File: src/hdl/ffa_pkg.sv
`timescale 1ns / 1ps
// ----------------------------------------------------------------------------
// ffa_pkg
// Shared constants and controller/datapath interface types for the
// first-fit free-list heap allocator.
// ----------------------------------------------------------------------------
package ffa_pkg;

  // Default heap depth in bytes; power of two, 64 to 65536.
  localparam int unsigned HEAP_MAX_BYTES = 4096;
  // Allocation granule; power of two, 1 to 16.
  localparam int unsigned ALIGN_BYTES    = 4;
  // Size of one block header in bytes, 4 to 32.
  localparam int unsigned HEADER_BYTES   = 8;

  localparam int unsigned REQ_W  = 13;
  localparam int unsigned OFF_W  = 12;
  localparam int unsigned HEAP_W = 13;

  localparam logic [HEAP_W-1:0] HEAP_RESET = 13'd4096;

  localparam logic KIND_ALLOC = 1'b0;
  localparam logic KIND_FREE  = 1'b1;

  // Commands from the controller to the datapath.
  typedef struct packed {
    logic load;      // latch the request, start the walk at the list head
    logic walk;      // step to the next header on the list
    logic take;      // latch the fitting header and the split decision
    logic upd_wr;    // shrink the taken block, relink its predecessor
    logic split_wr;  // write the remainder header
    logic fmt_wr;    // write the single free block of a fresh heap
    logic free_wr;   // push a freed block onto the list head
    logic report;    // drive a result next cycle
    logic hit;       // the result is a grant
  } cmd_t;

  // Status from the datapath to the controller.
  typedef struct packed {
    logic head_ok;   // free list is not empty
    logic free_ok;   // free offset lies past the first header
    logic fit;       // header under test is large enough
    logic split;     // taken block leaves room for another block
    logic last;      // header under test ends the walk
  } status_t;

endpackage

File: src/hdl/ffa_ctrl.sv
`timescale 1ns / 1ps
// ----------------------------------------------------------------------------
// ffa_ctrl
// Sequencer for the allocator: heap formatting, free-list push, and the
// first-fit walk with its split and unlink steps.
// ----------------------------------------------------------------------------
module ffa_ctrl (
  input  logic             clk,
  input  logic             rst,
  input  logic             start,
  input  logic             kind,
  input  logic             heap_bytes_we,
  input  ffa_pkg::status_t status,
  output ffa_pkg::cmd_t    cmd,
  output logic             busy
);

  typedef enum logic [4:0] {
    S_IDLE   = 5'b00001,
    S_FORMAT = 5'b00010,
    S_CHECK  = 5'b00100,
    S_UPDATE = 5'b01000,
    S_SPLIT  = 5'b10000
  } state_t;

  state_t state;
  state_t state_next;
  logic   fmt_pending;
  logic   fmt_pending_next;

  assign busy = (state != S_IDLE) | fmt_pending;

  // Reformat is owed after reset and after every heap size write.
  assign fmt_pending_next = heap_bytes_we | (fmt_pending & (state != S_FORMAT));

  always_ff @(posedge clk) begin
    if (rst) begin
      state       <= S_IDLE;
      fmt_pending <= 1'b1;
    end else begin
      state       <= state_next;
      fmt_pending <= fmt_pending_next;
    end
  end

  always_comb begin
    cmd        = '0;
    state_next = state;
    case (state)
      S_IDLE: begin
        if (fmt_pending) begin
          state_next = S_FORMAT;
        end else if (start) begin
          if (kind == ffa_pkg::KIND_FREE) begin
            cmd.free_wr = status.free_ok;
          end else begin
            cmd.load = 1'b1;
            if (status.head_ok) begin
              state_next = S_CHECK;
            end else begin
              cmd.report = 1'b1;
            end
          end
        end
      end
      S_FORMAT: begin
        cmd.fmt_wr = 1'b1;
        state_next = S_IDLE;
      end
      S_CHECK: begin
        if (status.fit) begin
          cmd.take   = 1'b1;
          state_next = S_UPDATE;
        end else if (status.last) begin
          cmd.report = 1'b1;
          state_next = S_IDLE;
        end else begin
          cmd.walk = 1'b1;
        end
      end
      S_UPDATE: begin
        cmd.upd_wr = 1'b1;
        if (status.split) begin
          state_next = S_SPLIT;
        end else begin
          cmd.report = 1'b1;
          cmd.hit    = 1'b1;
          state_next = S_IDLE;
        end
      end
      S_SPLIT: begin
        cmd.split_wr = 1'b1;
        cmd.report   = 1'b1;
        cmd.hit      = 1'b1;
        state_next   = S_IDLE;
      end
      default: begin
        state_next = S_IDLE;
      end
    endcase
  end

endmodule

File: config.mk
export PLATFORM = sky130hd
export DESIGN_NAME = ffa_ctrl
export DESIGN_NICKNAME = d
export VERILOG_FILES = /design/src/hdl/ffa_pkg.sv /design/src/hdl/ffa_ctrl.sv
export SDC_FILE = /design/constraint.sdc
export NUM_CORES = 1
export LEC_CHECK = 0
export ABC_CLOCK_PERIOD_IN_PS = 2000
export BUFFER_PORTS_ARGS = -buffer_cell sky130_fd_sc_hd__buf_2
export CORE_AREA = 2 2 39 41
export DETAILED_ROUTE_END_ITERATION = 10
export DIE_AREA = 0 0 41 43
export HOLD_SLACK_MARGIN = 0.06
export PLACE_DENSITY = 0.64
export RECOVER_POWER = 50
export SLEW_MARGIN = 10
export SYNTH_ARGS = -nofsm -noshare
export SYNTH_HDL_FRONTEND = slang
export SYNTH_SLANG_ARGS = --single-unit
File: constraint.sdc
create_clock -name clk -period 2 [get_ports clk]
set_input_delay 0.4 -clock clk [delete_from_list [all_inputs] [get_ports clk]]
set_output_delay 0.4 -clock clk [all_outputs]
set_load 0.03 [all_outputs]
### Word level (Yosys, flattened, before mapping)

Index checks and enable logic that the tools add are counted.

| operators by class | value |
|---|---|
| reductions and logical operators | 1 |
| multiplexer cells | 30 |
| equality and inequality tests | 11 |
| bitwise gates (word level) | 3 |

Operators by type and width:

| cell | count |
|---|---|
| two-way mux 5 bit | 7 |
| two-way mux 1 bit | 16 |
| one-hot mux 5 bit (3 select lines) | 1 |
| != test 3 bit (second input constant) | 4 |
| two-way mux 2 bit | 4 |
| == test 5 x 1 -> 1 bit (second input constant) | 1 |
| == test 5 x 2 -> 1 bit (second input constant) | 1 |
| == test 5 x 3 -> 1 bit (second input constant) | 1 |
| == test 5 x 4 -> 1 bit (second input constant) | 1 |
| == test 5 bit (second input constant) | 1 |
| != test 5 x 1 -> 1 bit (second input constant) | 1 |
| != test 5 x 2 -> 1 bit (second input constant) | 1 |
| one-hot mux 1 bit (4 select lines) | 1 |
| AND reduction 4 bit | 1 |
| OR 1 bit | 2 |
| one-hot mux 1 bit (2 select lines) | 1 |
| AND 1 bit | 1 |

| word-level totals | value |
|---|---|
| logic and storage cells | 47 |
| register bits | 6 |
| input port bits | 10 |
| output and inout bits | 10 |

### Longest topological paths before layout

Gate-level depths: netlist of the first run.

| logic depth | value |
|---|---|
| word-level depth | 5 |
| gate-level depth with buffers | 5 |
| depth with buffers taken out | 5 |

### Least setup slack after synthesis of the first run

OpenSTA, ideal clock, no wires.

| timing | value |
|---|---|
| path kind | reg-to-output |
| start | register state[1] |
| end | output port cmd[1] in the netlist's numbering |
| path slack | -313 ps |
| stages on the path, launching flop included | 4 |
| data arrival time | 1913 ps |
| buffers on the path | 0 |
| data required time | 1600 ps |
| cell sequence | dfxtp_1 > or3_4 > nor4_2 > a221o_1 |

RTL lines:

| item | line | source |
|---|---|---|
| start, declared | ffa_ctrl.sv:26 | `state_t state;` |
| start signal, assigned | ffa_ctrl.sv:41 | `state <= state_next;` |
| end, declared | ffa_ctrl.sv:14 | `output ffa_pkg::cmd_t cmd,` |

==> impl_results.md, run 1 <==
- Pleak: 0.310 nW
- Internal: 223 uW
- Combinational power share: 21.1%
- Mapped Nets: 60
- Fin worst setup slack: -0.110 ns
- Overall routed net length: 993 um
- Largest family of logic cells by synthesized area: simple AND/OR/NAND/NOR gates
- RSZ-0062 raised after global routing: true
- Critical Path AT: 1.71 ns
- Slew headroom: 77.2%
- CTS tree: built
- Per-cell routed wire length: 10.8 um
- Run status: finished with violations
- Buf/Inv on CP: 1
- Syn. warnings: 0
- Worst slew pin tran: 0.340 ns
- Starting Density: 26.7%
- Post-placement setup slack: 0.0401 ns
- DIE WIDTH: 41 um
- Drt first pass iters: 4
- Largest stage delay, worst path: 0.40 ns
- Synth Register Bits: 6
- Fin util: 42.1%
- P_sw: 81.0 uW
- Global-route wire length before repair: 1560 um
- Count of cell types in the netlist: 22
- Cells on worst reg2reg path: 5
- Worst Hold Class: in2reg
- Final setup fails: 4
- Synth area leaders: dfxtp_1, nor2_1, inv_1
- Capturing point of the worst reg2reg path: state[0]
- Final Hold Fails: 0
- Yosys top cell by area: dfxtp_1
- CP Launch Type: register
- DP HPWL: 809 um
- Core area: 0.00138 mm2
- Longest Clk Path Bufs: 2
- Min cycle time layout: 2.11 ns
- Largest net degree at the start of global routing: 7
- CP cell instances: or3_4 -> or3b_4 -> o21ai_4 -> a221o_2 -> buf_6
- Initial DRC count: 4
- Max Clock Skew: 0.00142 ns
- Register area share after synthesis: 32.5%
- # IOs: 20
- TritonCTS Buffers: 3
- Crit. End Element: output port
- Synthesized cell area: 369 um2
- Slowest cell on crit path: or3b_4
- Port Buf Inserts: 19
- DR vias: 450
- Largest fanout on the critical path: 2
- Share of the synthesized area in the top cell type: 32.5%
- Clk slew on worst S/H paths: 0.04 ns
- Clk root buf: clkbuf_4
- Vias per cell: 4.89
- PD cells: 521 mW/mm2
- Share of layout cells above drive strength 1: 47.4%
- Die H: 43 um
- DRC: 0
- Count leader, synth: nor2_1
- Switching share of total power: 26.7%
- Seq pwr share: 43.3%
- Diode count: 0
- Violated checks: setup timing
- R2R Setup Slk: 0.53 ns
- Reg-to-Reg Start: state[1]
- Fmax: 474 MHz
- Antenna violations before repair: 0
- Final period utilization: 106%
- Hold slack: 0.361 ns
- Hold path depth: 3
- Family with the most delay on the worst path: simple AND/OR/NAND/NOR gates
- Die area: 0.00176 mm2
- Mux share of post-synthesis cell area: 0%
- Post-synth top flop: dfxtp_1
- Total gr overflow: 0
- Gpl congestion: 0.735
- VDD IR max: 0.000203 V
- MaxCap Viol Count: 0
- Clock latency on the worst-skew pair: 0.24 ns
- Fin. max-slew vios: 0
- Clock power frac: 35.5%
- Design area: 583 um2
- Dpl cell area: 502 um2
- Rows: 14
- Gr usage total: 13.3%
- Hold Crit Start: heap_bytes_we
- Simple-Gate Fraction of Synth Area: 43.1%
- Area grow syn2layout: 58.0%
- WP data required: 1.60 ns
- Kind of critical path: reg2out
- Mapped Avg Cell Area: 7.38 um2
- H-tree Lvls: 1
- Synth Area in Adders: 0%
- Total power: 304 uW
- Final Net Count: 88
- Final antenna-violating net count: 0
- Hold Crit Endpoint: fmt_pending
- Mapped Cells: 50
- Synth Area in XOR/XNOR: 0%
- Top post-synthesis cells by count: nor2_1, inv_1, dfxtp_1
- Compound-Gate Fraction of Synth Area: 15.3%
- EDFF count, synth: 0
- Fraction of registers with async set/reset: 0%
- Clock Sinks: 6
- Vias in the first global route: 438
## cell type report
cell class	count	area, um2
fill	140	801
multi-input combinational	36	238
timing repair buffer	24	154
sequential	6	123
inverter	7	26.3
clock buffer	3	22.5
tap	16	20.0
## sequential cells by signal (all words and copies together) (netlist names)
| name | flops |
|---|---|
| fmt_pending | 1 |
| state | 5 |
## per-stage QoR
step	cells	TNS, ns
floorplan	50	-0.0651
global placement	85	0
detailed placement	85	0
CTS	91	-0.425
global route	92	-0.563
finish	92	-0.296
## power by group through the flow
| stage | combinational (mW) | clock (mW) | sequential, mW |
|---|---|---|---|
| final | 0.0643 | 0.108 | 0.132 |
| after global routing | 0.0713 | 0.124 | 0.132 |
| after CTS | 0.0641 | 0.115 | 0.132 |
| after detailed placement | 0.0577 | 0 | 0.135 |
| after global placement | 0.0569 | 0 | 0.134 |
| after floorplan | 0.0350 | 0 | 0.133 |
## worst max path at each step
stage | to | cells past startpoint | start | slack, ns
CTS | cmd[1] | 5 | state[1] | -0.14
global placement | cmd[1] | 5 | state[1] | 0.05
floorplan | cmd[1] | 4 | state[1] | -0.05
global route | cmd[1] | 5 | state[1] | -0.16
finish | cmd[1] | 5 | state[1] | -0.11
detailed placement | cmd[1] | 5 | state[1] | 0.04
## logic make-up after synthesis
logic type / Yosys count
simple gates: 28
compound gates: 8
flops: 6
buf+inv: 8
## layout by cell type, fill, tap and decap left out
cell / count
inv_1: 7
nand2_1: 1
nand2b_1: 2
buf_6: 3
nor3_1: 2
or2_2: 1
buf_2: 15
nor2b_1: 1
or3b_4: 1
nor4_4: 1
clkbuf_4: 3
o21ai_4: 1
nor2_1: 10
buf_4: 6
nor4_1: 2
and3_1: 1
or3_4: 1
a21oi_1: 1
dfxtp_2: 2
a211o_1: 1
dfxtp_1: 4
and3b_1: 1
o21ai_0: 3
a221o_2: 1
nand3_1: 3
nor3_2: 1
a2bb2oi_1: 1
## routing by layer
metal,vias to the layer above,global-route usage (%),part of all wire [%]
met5,-,0,0
li1,225,-,-
met3,2,3.14,6.5
met2,19,22.8,52
met4,0,10.0,1.4
met1,204,12.2,40
## what timing repair did
| item | CTS | global route |
|---|---|---|
| setup buffers | 3 | 1 |
| endpoints found under the setup margin | 6 | 7 |
| pin swaps | 1 | 2 |
| hold buffers | 0 | 0 |
| gates resized for setup | 8 | 3 |
## worst min-delay path, delay by kind of cell
family / cells / cell delay (ns)
buffers and inverters: 1 / 0.08
and+or+nand+nor: 1 / 0.03
AOI/OAI and AO/OA: 1 / 0.06
(Power assumes the default switching activity.)
==> run 2: changes to the inputs <==
--- a/config.mk
+++ b/config.mk
@@ -5,13 +5,14 @@
 export SDC_FILE = /design/constraint.sdc
 export NUM_CORES = 1
 export LEC_CHECK = 0
+export ABC_AREA = 1
 export ABC_CLOCK_PERIOD_IN_PS = 2000
 export BUFFER_PORTS_ARGS = -buffer_cell sky130_fd_sc_hd__buf_2
 export CORE_AREA = 2 2 39 41
 export DETAILED_ROUTE_END_ITERATION = 10
 export DIE_AREA = 0 0 41 43
 export HOLD_SLACK_MARGIN = 0.06
-export PLACE_DENSITY = 0.64
+export PLACE_DENSITY = 0.7
 export RECOVER_POWER = 50
 export SLEW_MARGIN = 10
 export SYNTH_ARGS = -nofsm -noshare
==> constraint.sdc (replaced) <==
create_clock -name clk -period 2 [get_ports clk]
set_input_delay 0.4 -clock clk [delete_from_list [all_inputs] [get_ports clk]]
set_output_delay 0.4 -clock clk [all_outputs]
set_load 0.01 [all_outputs]
==> run 2 against run 1 <==
Via count up 9.3%. Synthesized area up 21%. Synthesized cell count up 36%. Highest routed layer unchanged. Sequential power barely moved. Register-to-register slack better by 0.23 ns. Combinational power decreased by 9.3%. The run now ends clean. Clock-buffer cell count did not move.
==> impl_results.md, run 2 <==
- Run status: complete, no violations
- Worst Hold Class: in2reg
- PD cells: 531 mW/mm2 (+1.8%)
- Mapped Cells: 68 (+36%)
- Syn. warnings: 0 (unchanged)
- DIE WIDTH: 41 um (unchanged)
- Vias in the first global route: 391 (-11%)
- Total power: 299 uW (-1.7%)
- MaxCap Viol Count: 0 (unchanged)
- Overall routed net length: 1030 um (+3.2%)
- Critical Path AT: 1.41 ns (-0.30 ns)
- Share of layout cells above drive strength 1: 34.8% (-13 points)
- Setup_tns: 0 ns (+0.296 ns)
- TritonCTS Buffers: 3 (unchanged)
- Count leader, synth: inv_1
- RSZ-0062 raised after global routing: false
- Largest regs: state: 5 flops, fmt_pending: 1 flops
- Vias per cell: 4.69 (-4.2%)
- Max Clock Skew: 0.00269 ns (+0.00126 ns)
- CP cell instances: nand2_2 -> nor2_1 -> nand3_4 -> o31ai_1 -> buf_2
- Fin. max-slew vios: 0 (unchanged)
- Longest Clk Path Bufs: 2 (unchanged)
- Final antenna-violating net count: 0 (unchanged)
- Clk slew on worst S/H paths: 0.04 ns (about the same)
- Clock latency on the worst-skew pair: 0.24 ns (about the same)
- EDFF count, synth: 0 (unchanged)
- Starting Density: 32.3% (+5.6 points)
- Rows: 14 (unchanged)
- WP data required: 1.60 ns (about the same)
- Share of the synthesized area in the top cell type: 26.9% (-5.7 points)
- Largest fanout on the critical path: 4 (+2)
- Kind of critical path: reg2out
- Commonest non-fill, non-tap cells in the layout: buf_2, inv_1, nand3_1, nor2_1
- Die area: 0.00176 mm2 (unchanged)
- Area grow syn2layout: 26.1%
- Clock Sinks: 6 (unchanged)
- Largest net degree at the start of global routing: 7 (unchanged)
- H-tree Lvls: 1 (unchanged)
- Count of cell types in the netlist: 18 (-18%)
- Largest stage delay, worst path: 0.39 ns (about the same)
- Fin util: 40.7% (-1.4 points)
- Cells on worst reg2reg path: 7 (+2)
- Yosys top cell by area: dfxtp_1
- Die H: 43 um (unchanged)
- Register area share after synthesis: 26.9% (-5.7 points)
- Biggest register: state
- Clk root buf: clkbuf_4
- CTS resizes: 0 (-8)
- Post-CTS setup buffer count: 0 (-3)
- Final Hold Fails: 0 (unchanged)
- Diode count: 0 (unchanged)
- Final period utilization: 90.4% (-15 points)
- Gpl congestion: 0.689 (-6.4%)
- Worst slew pin tran: 0.282 ns (-0.0581 ns)
- Dpl cell area: 554 um2 (+10%)
- Synthesized cell area: 447 um2 (+21%)
- Most common cell after layout, fill and taps aside: buf_2
- Total gr overflow: 0 (unchanged)
- Final Net Count: 101 (+15%)
- Per-cell routed wire length: 9.76 um (-9.6%)
- Core area: 0.00138 mm2 (unchanged)
- Slowest cell on crit path: dfxtp_1
- Port Buf Inserts: 19 (unchanged)
- Final setup fails: 0 (-4)
- Design area: 563 um2 (-3.4%)
- Slew headroom: 81.1% (+4.0 points)
- VDD IR max: 0.000253 V (+25%)
- Max reg flops: 5 (unchanged)
- Fraction of registers with async set/reset: 0% (unchanged)
- Hold path depth: 3 (unchanged)
- Initial DRC count: 6 (+2)
- DR vias: 492 (+9.3%)
- CTS tree: built
- DRC: 0 (unchanged)
- Pleak: 0.325 nW (+5.0%)
- Fmax: 553 MHz (+17%)
- Crit. End Element: output port
- Top post-synthesis cells by count: inv_1, nand3_1, nor2_1
- Mapped Nets: 78 (+30%)
- Drt first pass iters: 4 (unchanged)
- CP Launch Type: register
- Gr usage total: 13.6% (+0.33 points)
- Synth area leaders: dfxtp_1, nand3_1, inv_1
- Post-synth top flop: dfxtp_1
- # IOs: 20 (unchanged)
- Antenna violations before repair: 0 (unchanged)
- Cts-stage hold buffer count: 0 (unchanged)
- Mapped Avg Cell Area: 6.57 um2 (-11%)
- DP HPWL: 886 um (+9.5%)
- Global-route wire length before repair: 1550 um (-0.45%)
- Synth Register Bits: 6 (unchanged)
- Min cycle time layout: 1.81 ns (-0.302 ns)
[run 2: cell count changes in the layout (fill, tap and decap cells not counted), moves of 3 or more]
cell	previous run	this run
nand3_1	3	11
buf_4	6	0
inv_1	7	12
nand2_1	1	6
nand4_1	0	4
buf_2	15	18
buf_6	3	0
nor2_2	0	3
[run 2: cell families (layout without fill, tap and decap cells)]
group           Yosys count  count (layout)  share of synthesized area (%)
buf+inv                  15              36                           13.4
compound gates            5               5                           6.16
flops                     6               6                           26.9
simple gates             42              42                           53.5
[run 2: worst paths after layout]
path	start	endpoint	slack, ns
setup reg to reg	state[0]	state[0]	0.76
setup / recovery	state[0]	cmd[1]	0.19
hold reg to reg	state[0]	state[0]	0.54
hold / removal	heap_bytes_we	fmt_pending	0.35
[run 2: where the power goes]
| part | total, mW | internal (mW) | leakage (nW) | switching [mW] |
|---|---|---|---|---|
| Sequential | 0.134 | 0.126 | 0.0490 | 0.00730 |
| Clock | 0.107 | 0.0676 | 0.0138 | 0.0393 |
| Combinational | 0.0583 | 0.0224 | 0.262 | 0.0359 |
| Total | 0.299 | 0.216 | 0.325 | 0.0824 |
[run 2: per-layer routing]
metal  up-vias  GRT usage (%)  share of wire [%]
met3         2           1.57                5.0
met1       212           16.2                 43
li1        265              -                  -
met5         -              0                  0
met4         0           12.0                2.3
met2        13           20.0                 49
[run 2: stage by stage]
stage	std cells	setup slack [ns]	hold slack [ns]
floorplan	68	0.573	0.472
global placement	102	0.501	0.534
detailed placement	102	0.472	0.538
CTS	105	0.209	0.341
global route	105	0.0505	0.367
finish	105	0.192	0.349
[run 2: critical path, delay by kind of cell, from the launching register on]
family                 cells  cell delay (ns)
AO/OA/AOI/OAI              1             0.19
buffers and inverters      1             0.16
flip-flops                 1             0.39
AND/OR/NAND/NOR            3             0.43
[run 2: layout make-up]
cell class	count	area (um2)
fill	165	821
clock buffer	3	22.5
multi-input combinational	47	254
timing repair buffer	19	93.8
tap	16	20.0
sequential	6	120
inverter	14	52.6
